==> config.mk <==
export PLATFORM = sky130hd
export DESIGN_NAME = auto_ranging_level_meter
export DESIGN_NICKNAME = d
export VERILOG_FILES = /design/src/arlm_pkg.sv /design/src/auto_ranging_level_meter.sv
export VERILOG_INCLUDE_DIRS = /design/src /design/src/src
export SDC_FILE = /design/constraint.sdc
export NUM_CORES = 2
export LEC_CHECK = 0
export BUFFER_PORTS_ARGS = -buffer_cell sky130_fd_sc_hd__clkbuf_2
export CORE_ASPECT_RATIO = 1.2
export CORE_MARGIN = 1
export CORE_UTILIZATION = 64
export DETAILED_ROUTE_END_ITERATION = 8
export HOLD_SLACK_MARGIN = 0.06
export PLACE_DENSITY = 0.81
export SYNTH_ARGS = -nofsm -noshare
export SYNTH_HDL_FRONTEND = slang
export SYNTH_SLANG_ARGS = --single-unit
==> constraint.sdc <==
create_clock -name clk -period 9.4 [get_ports clk]
set_input_delay 0.94 -clock clk [delete_from_list [all_inputs] [get_ports clk]]
set_output_delay 0.94 -clock clk [all_outputs]
set_load 0.02 [all_outputs]
==> src/auto_ranging_level_meter_assert.svh <==
// assertion macros for the auto-ranging level meter
// expects clk and rst_n in the scope where a macro is used
`ifndef AUTO_RANGING_LEVEL_METER_ASSERT_SVH
`define AUTO_RANGING_LEVEL_METER_ASSERT_SVH

// same-cycle implication, held off during reset
`define ARLM_ASSERT_IMP(lbl, ante, cons, msg) \
  lbl: assert property (@(posedge clk) disable iff (!rst_n) (ante) |-> (cons)) \
    else $error(msg);

// next-cycle implication, held off during reset
`define ARLM_ASSERT_NXT(lbl, ante, cons, msg) \
  lbl: assert property (@(posedge clk) disable iff (!rst_n) (ante) |=> (cons)) \
    else $error(msg);

`endif

==> src/arlm_pkg.sv <==
// shared widths, register indexes and reset values of the level meter
// no dependencies
`timescale 1ns / 1ps
`default_nettype none

package arlm_pkg;

  // field and register widths
  localparam int SAMPLE_W = 10;
  localparam int HEIGHT_W = 10;
  localparam int RATE_W   = 16;
  localparam int WLEN_W   = 7;
  localparam int OFS_W    = 10;
  localparam int FLOOR_W  = 10;
  localparam int LEVEL_W  = 16;
  localparam int WIN_W    = 11;
  localparam int CFG_IDX_W  = 3;
  localparam int CFG_DATA_W = 16;

  // divider: positive numerator is below 2^26
  localparam int DIV_W   = 26;
  localparam int DCNT_W  = 5;

  typedef logic [CFG_IDX_W-1:0] cfg_idx_t;

  // register indexes
  localparam cfg_idx_t CFG_MAX_HEIGHT     = 3'd0;
  localparam cfg_idx_t CFG_PEAK_FALL_RATE = 3'd1;
  localparam cfg_idx_t CFG_WINDOW_LENGTH  = 3'd2;
  localparam cfg_idx_t CFG_DC_OFFSET      = 3'd3;
  localparam cfg_idx_t CFG_NOISE_FLOOR    = 3'd4;

  // reset values
  localparam int MAX_HEIGHT_RST = 62;
  localparam logic [HEIGHT_W-1:0] MAX_HEIGHT_INIT  = 10'(MAX_HEIGHT_RST);
  localparam logic [RATE_W-1:0]   FALL_RATE_INIT   = 16'd8;
  localparam logic [WLEN_W-1:0]   WINDOW_LEN_INIT  = 7'd60;
  localparam logic [LEVEL_W-1:0]  LEVEL_INIT       = 16'(MAX_HEIGHT_RST / 3);
  localparam logic [LEVEL_W-1:0]  AVG_HIGH_INIT    = 16'd512;

  // mid-scale of the converter
  localparam logic signed [11:0] ADC_MID = 12'sd512;

endpackage

`default_nettype wire

==> src/auto_ranging_level_meter.sv <==
// auto-ranging level meter with peak hold: window memory, serial divider, control
// depends on arlm_pkg and auto_ranging_level_meter_assert.svh
//
//   channel | direction | handshake         | payload
//   --------+-----------+-------------------+------------------------------------
//   in      | input     | in_valid/in_stall | in_adc_sample
//   out     | output    | out_valid/out_stall | out_bar_height, out_peak_height
//   cfg     | input     | cfg_we            | cfg_index, cfg_wdata
//
// a new item is accepted only after the previous one has left the finishing step;
// the scan of the window memory over the effective window length (one read
// a cycle) runs side by side with the 26-step restoring divider
// after reset the window memory is cleared one entry a cycle with in_stall high;
// configuration writes are taken meanwhile
// a result waits in the output register; a new item is taken while it waits
`timescale 1ns / 1ps
`default_nettype none
`include "auto_ranging_level_meter_assert.svh"

module auto_ranging_level_meter
  import arlm_pkg::*;
#(
  parameter int MAX_WINDOW = 64
) (
  input  wire logic                  clk,
  input  wire logic                  rst_n,
  // configuration
  input  wire logic                  cfg_we,
  input  wire logic [CFG_IDX_W-1:0]  cfg_index,
  input  wire logic [CFG_DATA_W-1:0] cfg_wdata,
  // input items
  input  wire logic                  in_valid,
  output logic                       in_stall,
  input  wire logic [SAMPLE_W-1:0]   in_adc_sample,
  // result items
  output logic                       out_valid,
  input  wire logic                  out_stall,
  output logic [HEIGHT_W-1:0]        out_bar_height,
  output logic [HEIGHT_W-1:0]        out_peak_height
);

  localparam int AW = (MAX_WINDOW > 1) ? $clog2(MAX_WINDOW) : 1;
  localparam int CW = $clog2(MAX_WINDOW + 1);
  localparam int LW = (CW > WLEN_W) ? CW : WLEN_W;

  typedef enum logic [2:0] {
    S_CLEAR, S_IDLE, S_LEVEL, S_MUL, S_LOAD, S_RUN, S_FIN
  } state_t;

  state_t state_r;

  // configuration registers
  logic [HEIGHT_W-1:0] max_height_r;
  logic [RATE_W-1:0]   fall_rate_r;
  logic [WLEN_W-1:0]   window_length_r;
  logic [OFS_W-1:0]    dc_offset_r;
  logic [FLOOR_W-1:0]  noise_floor_r;

  // meter state
  logic [LEVEL_W-1:0]  level_r;
  logic [LEVEL_W-1:0]  avg_low_r;
  logic [LEVEL_W-1:0]  avg_high_r;
  logic [HEIGHT_W-1:0] peak_dot_r;
  logic [RATE_W-1:0]   fall_cnt_r;
  logic [AW-1:0]       write_idx_r;
  logic [AW-1:0]       clr_idx_r;

  // per-item working registers
  logic [SAMPLE_W-1:0] reading_r;
  logic signed [27:0]  num_r;
  logic signed [16:0]  den_r;
  logic [15:0]         rem_r;
  logic [DIV_W-1:0]    quo_r;
  logic [DCNT_W-1:0]   div_cnt_r;
  logic [LW-1:0]       scan_idx_r;
  logic                rd_pend_r;
  logic                scan_first_r;
  logic [WIN_W-1:0]    lo_r;
  logic [WIN_W-1:0]    hi_r;

  // output register
  logic                out_valid_r;
  logic [HEIGHT_W-1:0] out_bar_r;
  logic [HEIGHT_W-1:0] out_peak_r;

  // window memory
  logic [WIN_W-1:0] win_mem [MAX_WINDOW];
  logic [WIN_W-1:0] mem_q_r;
  logic             mem_we;
  logic [AW-1:0]    mem_waddr;
  logic [WIN_W-1:0] mem_wdata;
  logic [AW-1:0]    mem_raddr;

  // handshake outputs
  assign in_stall        = (state_r != S_IDLE);
  assign out_valid       = out_valid_r;
  assign out_bar_height  = out_bar_r;
  assign out_peak_height = out_peak_r;

  // configuration writes
  always_ff @(posedge clk) begin
    if (!rst_n) begin
      max_height_r    <= MAX_HEIGHT_INIT;
      fall_rate_r     <= FALL_RATE_INIT;
      window_length_r <= WINDOW_LEN_INIT;
      dc_offset_r     <= '0;
      noise_floor_r   <= '0;
    end else if (cfg_we) begin
      unique case (cfg_index)
        CFG_MAX_HEIGHT:     max_height_r    <= cfg_wdata[HEIGHT_W-1:0];
        CFG_PEAK_FALL_RATE: fall_rate_r     <= cfg_wdata[RATE_W-1:0];
        CFG_WINDOW_LENGTH:  window_length_r <= cfg_wdata[WLEN_W-1:0];
        CFG_DC_OFFSET:      dc_offset_r     <= cfg_wdata[OFS_W-1:0];
        CFG_NOISE_FLOOR:    noise_floor_r   <= cfg_wdata[FLOOR_W-1:0];
        default: ;
      endcase
    end
  end

  // effective window length, clamped to 1..MAX_WINDOW
  logic [LW-1:0] wlen_ext;
  logic [LW-1:0] eff_len;
  always_comb begin
    wlen_ext = LW'(window_length_r);
    if (wlen_ext == '0) begin
      eff_len = LW'(1);
    end else if (wlen_ext > LW'(MAX_WINDOW)) begin
      eff_len = LW'(MAX_WINDOW);
    end else begin
      eff_len = wlen_ext;
    end
  end

  // reading: centre, magnitude, noise floor
  logic signed [11:0]  centred;
  logic [11:0]         mag12;
  logic [SAMPLE_W-1:0] mag;
  logic [SAMPLE_W-1:0] reading_nxt;
  always_comb begin
    centred = $signed({2'b00, in_adc_sample}) - ADC_MID
              - $signed({{2{dc_offset_r[OFS_W-1]}}, dc_offset_r});
    mag12   = centred[11] ? 12'(-centred) : 12'(centred);
    mag     = mag12[SAMPLE_W-1:0];
    reading_nxt = (mag <= noise_floor_r) ? '0 : (mag - noise_floor_r);
  end

  // damped level, 7/8
  logic [19:0]        level_sum;
  logic [LEVEL_W-1:0] level_nxt;
  always_comb begin
    level_sum = 20'({level_r, 3'b000}) - 20'(level_r) + 20'(reading_r);
    level_nxt = level_sum[18:3];
  end

  // write index advance
  logic [LW-1:0] widx_inc;
  logic [AW-1:0] write_idx_nxt;
  always_comb begin
    widx_inc      = LW'(write_idx_r) + LW'(1);
    write_idx_nxt = (widx_inc >= eff_len) ? '0 : widx_inc[AW-1:0];
  end

  // scaled numerator and span
  logic signed [16:0] lvl_diff;
  logic signed [27:0] num_nxt;
  logic signed [16:0] den_nxt;
  always_comb begin
    lvl_diff = $signed({1'b0, level_r}) - $signed({1'b0, avg_low_r});
    num_nxt  = $signed({1'b0, max_height_r}) * lvl_diff;
    den_nxt  = $signed({1'b0, avg_high_r}) - $signed({1'b0, avg_low_r});
  end

  // one restoring division step
  logic [16:0] trial;
  logic        trial_ge;
  always_comb begin
    trial    = {rem_r, quo_r[DIV_W-1]};
    trial_ge = (trial >= {1'b0, den_r[15:0]});
  end

  // window scan control
  logic scan_more;
  logic scan_done;
  logic div_done;
  assign scan_more = (scan_idx_r < eff_len);
  assign scan_done = !rd_pend_r && !scan_more;
  assign div_done  = (div_cnt_r == '0);

  // memory port selection
  always_comb begin
    mem_we    = 1'b0;
    mem_waddr = write_idx_r;
    mem_wdata = WIN_W'(reading_r);
    mem_raddr = '0;
    if (state_r == S_CLEAR) begin
      mem_we    = 1'b1;
      mem_waddr = clr_idx_r;
      mem_wdata = '0;
    end else if (state_r == S_LEVEL) begin
      mem_we    = 1'b1;
    end
    if (state_r == S_RUN && scan_more) begin
      mem_raddr = scan_idx_r[AW-1:0];
    end
  end

  always_ff @(posedge clk) begin
    if (mem_we) begin
      win_mem[mem_waddr] <= mem_wdata;
    end
  end

  always_ff @(posedge clk) begin
    mem_q_r <= win_mem[mem_raddr];
  end

  // bar height from the division
  logic num_pos;
  logic den_pos;
  logic [HEIGHT_W-1:0] height;
  always_comb begin
    num_pos = !num_r[27] && (num_r != '0);
    den_pos = !den_r[16] && (den_r != '0);
    if (!den_pos) begin
      height = max_height_r;
    end else if (!num_pos) begin
      height = '0;
    end else if (quo_r > DIV_W'(max_height_r)) begin
      height = max_height_r;
    end else begin
      height = quo_r[HEIGHT_W-1:0];
    end
  end

  // peak dot and fall counter
  logic [HEIGHT_W-1:0] peak_nxt;
  logic [RATE_W-1:0]   fall_inc;
  logic [RATE_W-1:0]   fall_cnt_nxt;
  always_comb begin
    peak_nxt = (height > peak_dot_r) ? height : peak_dot_r;
    fall_inc = fall_cnt_r + RATE_W'(1);
    fall_cnt_nxt = fall_inc;
    if (fall_inc >= fall_rate_r) begin
      fall_cnt_nxt = '0;
      if (peak_nxt != '0) begin
        peak_nxt = peak_nxt - HEIGHT_W'(1);
      end
    end
  end

  // bounds with the minimum gap, then 63/64 averaging
  logic [WIN_W-1:0]   span;
  logic [WIN_W:0]     hi_adj;
  logic [22:0]        low_sum;
  logic [22:0]        high_sum;
  logic [LEVEL_W-1:0] avg_low_nxt;
  logic [LEVEL_W-1:0] avg_high_nxt;
  always_comb begin
    span   = hi_r - lo_r;
    hi_adj = (span < WIN_W'(max_height_r)) ? ({1'b0, lo_r} + (WIN_W + 1)'(max_height_r))
                                           : {1'b0, hi_r};
    low_sum  = 23'({avg_low_r, 6'b0}) - 23'(avg_low_r) + 23'(lo_r);
    high_sum = 23'({avg_high_r, 6'b0}) - 23'(avg_high_r) + 23'(hi_adj);
    avg_low_nxt  = low_sum[21:6];
    avg_high_nxt = high_sum[21:6];
  end

  // sequencer, state and output register
  always_ff @(posedge clk) begin
    if (!rst_n) begin
      state_r      <= S_CLEAR;
      clr_idx_r    <= '0;
      level_r      <= LEVEL_INIT;
      avg_low_r    <= '0;
      avg_high_r   <= AVG_HIGH_INIT;
      peak_dot_r   <= '0;
      fall_cnt_r   <= '0;
      write_idx_r  <= '0;
      div_cnt_r    <= '0;
      scan_idx_r   <= '0;
      rd_pend_r    <= 1'b0;
      scan_first_r <= 1'b0;
      out_valid_r  <= 1'b0;
    end else begin
      // result taken, unless the finishing step reloads the register
      if (out_valid_r && !out_stall && state_r != S_FIN) begin
        out_valid_r <= 1'b0;
      end
      unique case (state_r)
        S_CLEAR: begin
          clr_idx_r <= clr_idx_r + AW'(1);
          if (clr_idx_r == AW'(MAX_WINDOW - 1)) begin
            state_r <= S_IDLE;
          end
        end
        S_IDLE: begin
          if (in_valid) begin
            reading_r <= reading_nxt;
            state_r   <= S_LEVEL;
          end
        end
        S_LEVEL: begin
          // reading goes to memory at write_idx this cycle
          level_r     <= level_nxt;
          write_idx_r <= write_idx_nxt;
          state_r     <= S_MUL;
        end
        S_MUL: begin
          num_r   <= num_nxt;
          den_r   <= den_nxt;
          state_r <= S_LOAD;
        end
        S_LOAD: begin
          rem_r        <= '0;
          quo_r        <= num_r[DIV_W-1:0];
          div_cnt_r    <= DCNT_W'(DIV_W);
          scan_idx_r   <= LW'(1);
          rd_pend_r    <= 1'b1;
          scan_first_r <= 1'b1;
          state_r      <= S_RUN;
        end
        S_RUN: begin
          // divider step
          if (!div_done) begin
            rem_r     <= trial_ge ? 16'(trial - {1'b0, den_r[15:0]}) : trial[15:0];
            quo_r     <= {quo_r[DIV_W-2:0], trial_ge};
            div_cnt_r <= div_cnt_r - DCNT_W'(1);
          end
          // issue next window read
          if (scan_more) begin
            scan_idx_r <= scan_idx_r + LW'(1);
            rd_pend_r  <= 1'b1;
          end else begin
            rd_pend_r  <= 1'b0;
          end
          // fold returned entry into min and max
          if (rd_pend_r) begin
            scan_first_r <= 1'b0;
            if (scan_first_r) begin
              lo_r <= mem_q_r;
              hi_r <= mem_q_r;
            end else begin
              if (mem_q_r < lo_r) lo_r <= mem_q_r;
              if (mem_q_r > hi_r) hi_r <= mem_q_r;
            end
          end
          if (div_done && scan_done) begin
            state_r <= S_FIN;
          end
        end
        S_FIN: begin
          if (!out_valid_r || !out_stall) begin
            out_valid_r <= 1'b1;
            out_bar_r   <= height;
            out_peak_r  <= peak_nxt;
            peak_dot_r  <= peak_nxt;
            fall_cnt_r  <= fall_cnt_nxt;
            avg_low_r   <= avg_low_nxt;
            avg_high_r  <= avg_high_nxt;
            state_r     <= S_IDLE;
          end
        end
        default: state_r <= S_IDLE;
      endcase
    end
  end

  // checks
  `ARLM_ASSERT_NXT(a_peak_step, 1'b1, (peak_dot_r >= $past(peak_dot_r)) || (peak_dot_r == $past(peak_dot_r) - 10'd1), "peak dot fell by more than one step")
  `ARLM_ASSERT_IMP(a_fin_ready, state_r == S_FIN, div_done && !rd_pend_r && !scan_more, "result stage entered before divider and scan finished")
  `ARLM_ASSERT_IMP(a_out_source, $rose(out_valid_r), $past(state_r == S_FIN), "result appeared outside the finishing step")

endmodule

`default_nettype wire
* After elaboration in Yosys (flattened, before gate mapping) *
Memories as Yosys holds them, arrays and structs flattened. A register that Yosys moved wholly into a read port is not among the register bits.
Cells that the tools add are included.

cells by class
  reduce and logical (&&, ||, !) cells = 40
  order comparisons = 11
  $mul = 1
  multiplexer cells = 44
  equality and inequality tests = 20
  $add $sub $neg = 21

operator list
  kind                                            number
  2-to-1 mux 10 bit                               8
  one-hot mux 26 bit (2 select lines)             1
  2-to-1 mux 16 bit                               3
  2-to-1 mux 11 bit                               4
  subtractor 22 x 16 -> 22 bit                    2
  subtractor 16 x 16 -> 17 bit                    2
  one-hot mux 16 bit (2 select lines)             1
  multiplier 11 x 17 -> 28 bit                    1
  nonzero test 28 bit                             1
  greater-than comparator 26 x 10 -> 1 bit        1
  2-to-1 mux 26 bit                               1
  adder 22 x 11 -> 22 bit                         1
  adder 22 x 12 -> 22 bit                         1
  2-to-1 mux 7 bit                                3
  one-hot mux 3 bit (7 select lines)              1
  AND reduction 2 bit                             10
  adder 19 x 10 -> 19 bit                         1
  subtractor 19 x 16 -> 19 bit                    1
  2-to-1 mux 6 bit                                3
  >= comparator 17 x 16 -> 1 bit                  1
  nonzero test 17 bit                             1
  adder 16 x 1 -> 16 bit (second input constant)  1
  >= comparator 16 bit                            1
  subtractor 16 bit                               1
  44 further kinds                                86

word-level totals
  logic and storage cells = 166
  bits in registers = 307
  RAM bits = 640
  memories = 1
  output and inout port bits = 22
  input port bits = 34

memory list
  memory   words  bits a word  read ports  clocked after Yosys merged registers in  wr ports  RTL line                        text
  win_mem  64     10           1           1                                        1         auto_ranging_level_meter.sv:87  logic [WIN_W-1:0] win_mem [MAX_WINDOW];

* Logic depth before layout (Yosys ltp) *
  depth in word-level cells = 9
  gate-level depth with buffers = 34
  gate-level depth less buffers = 34

* Least setup slack after synthesis *
OpenSTA, ideal clock, no wires.

  path type = register -> register
  start point = reg avg_low_r[1]
  end point = reg num_r[24], data pin
  data required time = 9.135 ns
  period minus slack after synthesis = 7.242 ns
  library setup time = 0.265 ns
  buffers on the path = 0
  setup slack = 2.158 ns
  cell stages (with the launch flop) = 29
  arrival = 6.976 ns
  cells stage by stage = dfxtp_1 > inv_1 > ha_1 > nor2b_1 > o21ai_0 > a21boi_1 > o21ai_0 > a21oi_1 > o2111ai_1 > a31oi_1 > a2111oi_0 > nor3_1 > nand2_1 > fa_1 > inv_1 > fa_1 > fa_1 > fa_1 > inv_1 > fa_1 > inv_1 > ha_1 > nor4_1 > nand2_1 > o21ai_0 > o21ai_0 > nor2_1 > o21ai_0 > xor2_1

on the way
  word-level cells in the longest chain between the ends = 2

RTL lines
  element                       RTL line                         text
  from (decl)                   auto_ranging_level_meter.sv:61   logic [LEVEL_W-1:0] avg_low_r;
  from (signal assigned)        auto_ranging_level_meter.sv:358  avg_low_r <= avg_low_nxt;
  subtractor 16 x 16 -> 17 bit  auto_ranging_level_meter.sv:168  lvl_diff = $signed({1'b0, level_r}) - $signed({1'b0, avg_low_r});
  multiplier 11 x 17 -> 28 bit  auto_ranging_level_meter.sv:169  num_nxt = $signed({1'b0, max_height_r}) * lvl_diff;
  named net num_nxt[24]         auto_ranging_level_meter.sv:165  logic signed [27:0] num_nxt;
  to (signal assigned)          auto_ranging_level_meter.sv:309  num_r <= num_nxt;
  to (decl)                     auto_ranging_level_meter.sv:70   logic signed [27:0] num_r;

The timed path passes the listed nets, and every way through them passes these cells.
A chain may end at the register's enable or synchronous reset.

* Worst setup path after layout *
Ends and elaborated chain as after synthesis.

==> results.json <==
{
  "worstHoldStart": "fall_rate_r[15]$_SDFFE_PN0P_",
  "pwr-share-clk": 0.206,
  "maxCapViolCount": 0,
  "cts_buffers": 92,
  "grt_pass1_wl_mm": 213,
  "synth_compound_area_frac": 0.110,
  "rsz0062_at_grt": "no",
  "clockBufferDepth": 3,
  "timing.rr.end": "num_r[24]$_DFFE_PP_",
  "switching_share": 0.395,
  "yosys.area_share.simple": 0.140,
  "regArea_um2": 26700,
  "pin_count": 56,
  "internal_power_mw": 11.3,
  "slowest_delay_ns": 0.79,
  "insertion_delay_ns": 0.69,
  "cts_resized": 0,
  "fin_tns_setup_ns": 0,
  "initial_utilization": 0.646,
  "coreArea_um2": 82000,
  "path_buf_inv": 4,
  "ant_nets": 0,
  "hp-class": "flop to flop",
  "regToRegSetupSlack_ns": 1.01,
  "fin_crit_ns": 8.39,
  "syn_avg_cell_area_um2": 10.8,
  "cts_setup_buffers": 0,
  "multiInputGateArea_um2": 24000,
  "critical-path-slowest-cell": "nor3_1",
  "cts.sinks": 944,
  "critPathLaunchType": "flop",
  "postPlaceCellArea_um2": 54400,
  "combPwrFrac": 0.494,
  "first_iter_violations": 3644,
  "seq_area_frac_synth": 0.503,
  "worst-path-max-fanout": 24,
  "r2r_start": "avg_low_r[1]$_SDFFE_PN0P_",
  "grt_overflow_total": 0,
  "grt_use_total": 0.333,
  "worstPathRequired_ns": 9.79,
  "fin_util": 0.702,
  "syn-num-nets": 5439,
  "h-tree-depth": 3,
  "r2r_cells": 28,
  "first_pass_iters": 6,
  "cts_tree": "yes",
  "crit_path_end_kind": "flop",
  "hold_end": "fall_rate_r[15]$_SDFFE_PN0P_",
  "hpwl_mm": 94.3,
  "die_y_um": 317,
  "clock_skew_ns": 0.0456,
  "clkTransAtPathRegs_ns": 0.06,
  "synth_fa_ha_area_frac": 0.142,
  "grt_max_degree": 88,
  "hold_buffers": 0,
  "pre_cts_ws_ns": 1.12,
  "synth_enable_flop_cells": 777,
  "syn_area_um2": 53000,
  "fillerInstances": 5696,
  "power.density_nw_per_um2": 323,
  "fin_nets": 5453,
  "wirelength_mm": 139,
  "synth_flop_cell": "edfxtp_1",
  "synth_area_leaders": "edfxtp_1 44%, ha_1 7.5%, fa_1 6.7%",
  "clockRootBuffer": "clkbuf_16",
  "synthCells": 4910,
  "fp.dieArea_um2": 83900,
  "vias": 38457,
  "synth_top_area_share": 0.440,
  "final_cell_area_um2": 57600,
  "die_w_um": 265,
  "vdd_drop_max_uv": 561,
  "gp_congestion": 0.943,
  "maxSlewViolCount": 0,
  "status": "complete, no violations",
  "synth_mux_area_frac": 0.0363,
  "drc": 0,
  "finalHoldViolations": 0,
  "antenna_found_initial": 5,
  "placementRows": 115,
  "cp_data_arrival_time_ns": 8.78,
  "synth_top_family_by_area": "adder cells",
  "timing.final.ws_setup_ns": 1.01,
  "p_leak_nw": 22.3,
  "first_global_vias": 38602,
  "max_freq_mhz": 119,
  "via_per_inst": 6.36,
  "yosysUniqueCellTypes": 96,
  "slew-limit-headroom": 0.160,
  "synth-seq-cells": 944,
  "crit_family": "adder cells",
  "yosys_warnings": 0,
  "finalSetupViolations": 0,
  "stdcell_count": 6050,
  "drive_above_1_share": 0.0729,
  "fin_crit_sh": 0.892,
  "wl_per_cell_um": 23.0,
  "hold_path_depth": 2,
  "tightest_slew_ns": 1.26,
  "area_delta_synth_final_pct": 8.64,
  "portBuffers": 55,
  "dp.cells": 5883,
  "crit_type": "flop to flop",
  "p_switching_mw": 7.35,
  "synth_top_cell_by_area": "edfxtp_1",
  "async_flop_share": 0,
  "pwr-share-seq": 0.300,
  "synth-xor-area-share": 0.0225
}
## state kept, by name, summed over array words and instances, names as in the netlist, 16 cells and up
register and cells:
avg_high_r 16, avg_low_r 16, den_r 17, fall_cnt_r 16, fall_rate_r 16, level_r 16, num_r 28, quo_r 26
rem_r 16, win_mem 640
## logic make-up after synthesis
group                    after synthesis
AO/OA/AOI/OAI                        895
XOR/XNOR                             136
adder cells (fa/ha/maj)              495
buffers and inverters                641
flip-flops                           944
multiplexers                         186
AND/OR/NAND/NOR                     1613
## final cells by class
class	instances	share of cell area
clock inverters	59	0.0120
diodes	2	0.0000870
multi-input cells	3325	0.418
well taps	1053	0.0229
repair buffers	118	0.0130
clock buffers	106	0.0420
flip-flops and latches	944	0.464
inverters	443	0.0289
## synth_stat cells (all sizes together) (50+ instances only)
cell type and count:
mux2i 162, dfxtp 167, nor2 329, o21ai 155, ha 319, fa 176, xnor2 86, nand3 142
clkbuf 169, nand4 54, a21oi 278, and2 76, edfxtp 777, nor3 87, nand2 688, inv 441
xor2 50
## power groups by stage
| stage | Clock [mW] | Combinational (mW) | Sequential [mW] |
|---|---|---|---|
| global placement | 0 | 8.64 | 5.65 |
| detailed placement | 0 | 9.11 | 5.66 |
| CTS | 3.85 | 9.16 | 5.58 |
| global route | 4.00 | 10.4 | 5.59 |
| floorplan | 0 | 7.01 | 5.60 |
| finish | 3.83 | 9.19 | 5.58 |
## metal layers
layer | track usage | share of wire | vias up
met5 | 0 | 0.00024 | -
met4 | 0.235 | 0.072 | 6
met3 | 0.0623 | 0.090 | 506
met2 | 0.570 | 0.49 | 1949
met1 | 0.380 | 0.35 | 18475
li1 | - | - | 17521
## cell usage in the layout (no fill, tap or decap), drive strengths merged, types with 43 or more instances in the layout
master	n
inv	447
o21ai	155
o22ai	48
buf	63
a31oi	48
a21oi	278
nor2b	44
dfxtp	167
a21o	43
nand4	54
nand2	688
nor2	329
ha	319
and2	76
fa	176
xnor2	86
nand3	142
nor3	87
clkbuf	161
xor2	50
edfxtp	777
mux2i	162
## tightest hold or removal path, stage by stage, from the launching register on
cell,delay (ns)
dfxtp_1,0.31
nand2_1,0.05
a21oi_1,0.05
## worst max-delay path by stage
stage,start,slack (ns),cells past startpoint,endpoint
final,avg_low_r[1]$_SDFFE_PN0P_,1.01,28,num_r[24]$_DFFE_PP_
after CTS,avg_low_r[1]$_SDFFE_PN0P_,1.08,28,num_r[24]$_DFFE_PP_
after detailed placement,avg_low_r[1]$_SDFFE_PN0P_,1.12,28,num_r[24]$_DFFE_PP_
after global routing,avg_low_r[1]$_SDFFE_PN0P_,0.32,28,num_r[24]$_DFFE_PP_
after global placement,avg_low_r[1]$_SDFFE_PN0P_,1.23,28,num_r[24]$_DFFE_PP_
after floorplan,avg_low_r[1]$_SDFFE_PN0P_,2.16,28,num_r[24]$_DFFE_PP_
## metrics by stage
step | hold WS, ns | power, mW
5_1_grt | 0.476 | 20.0
2_1_floorplan | 0.432 | 12.6
6_report | 0.453 | 18.6
3_3_place_gp | 0.439 | 14.3
3_5_place_dp | 0.447 | 14.8
4_1_cts | 0.456 | 18.6
No activity file was read; power rests on OpenSTA's default activity.
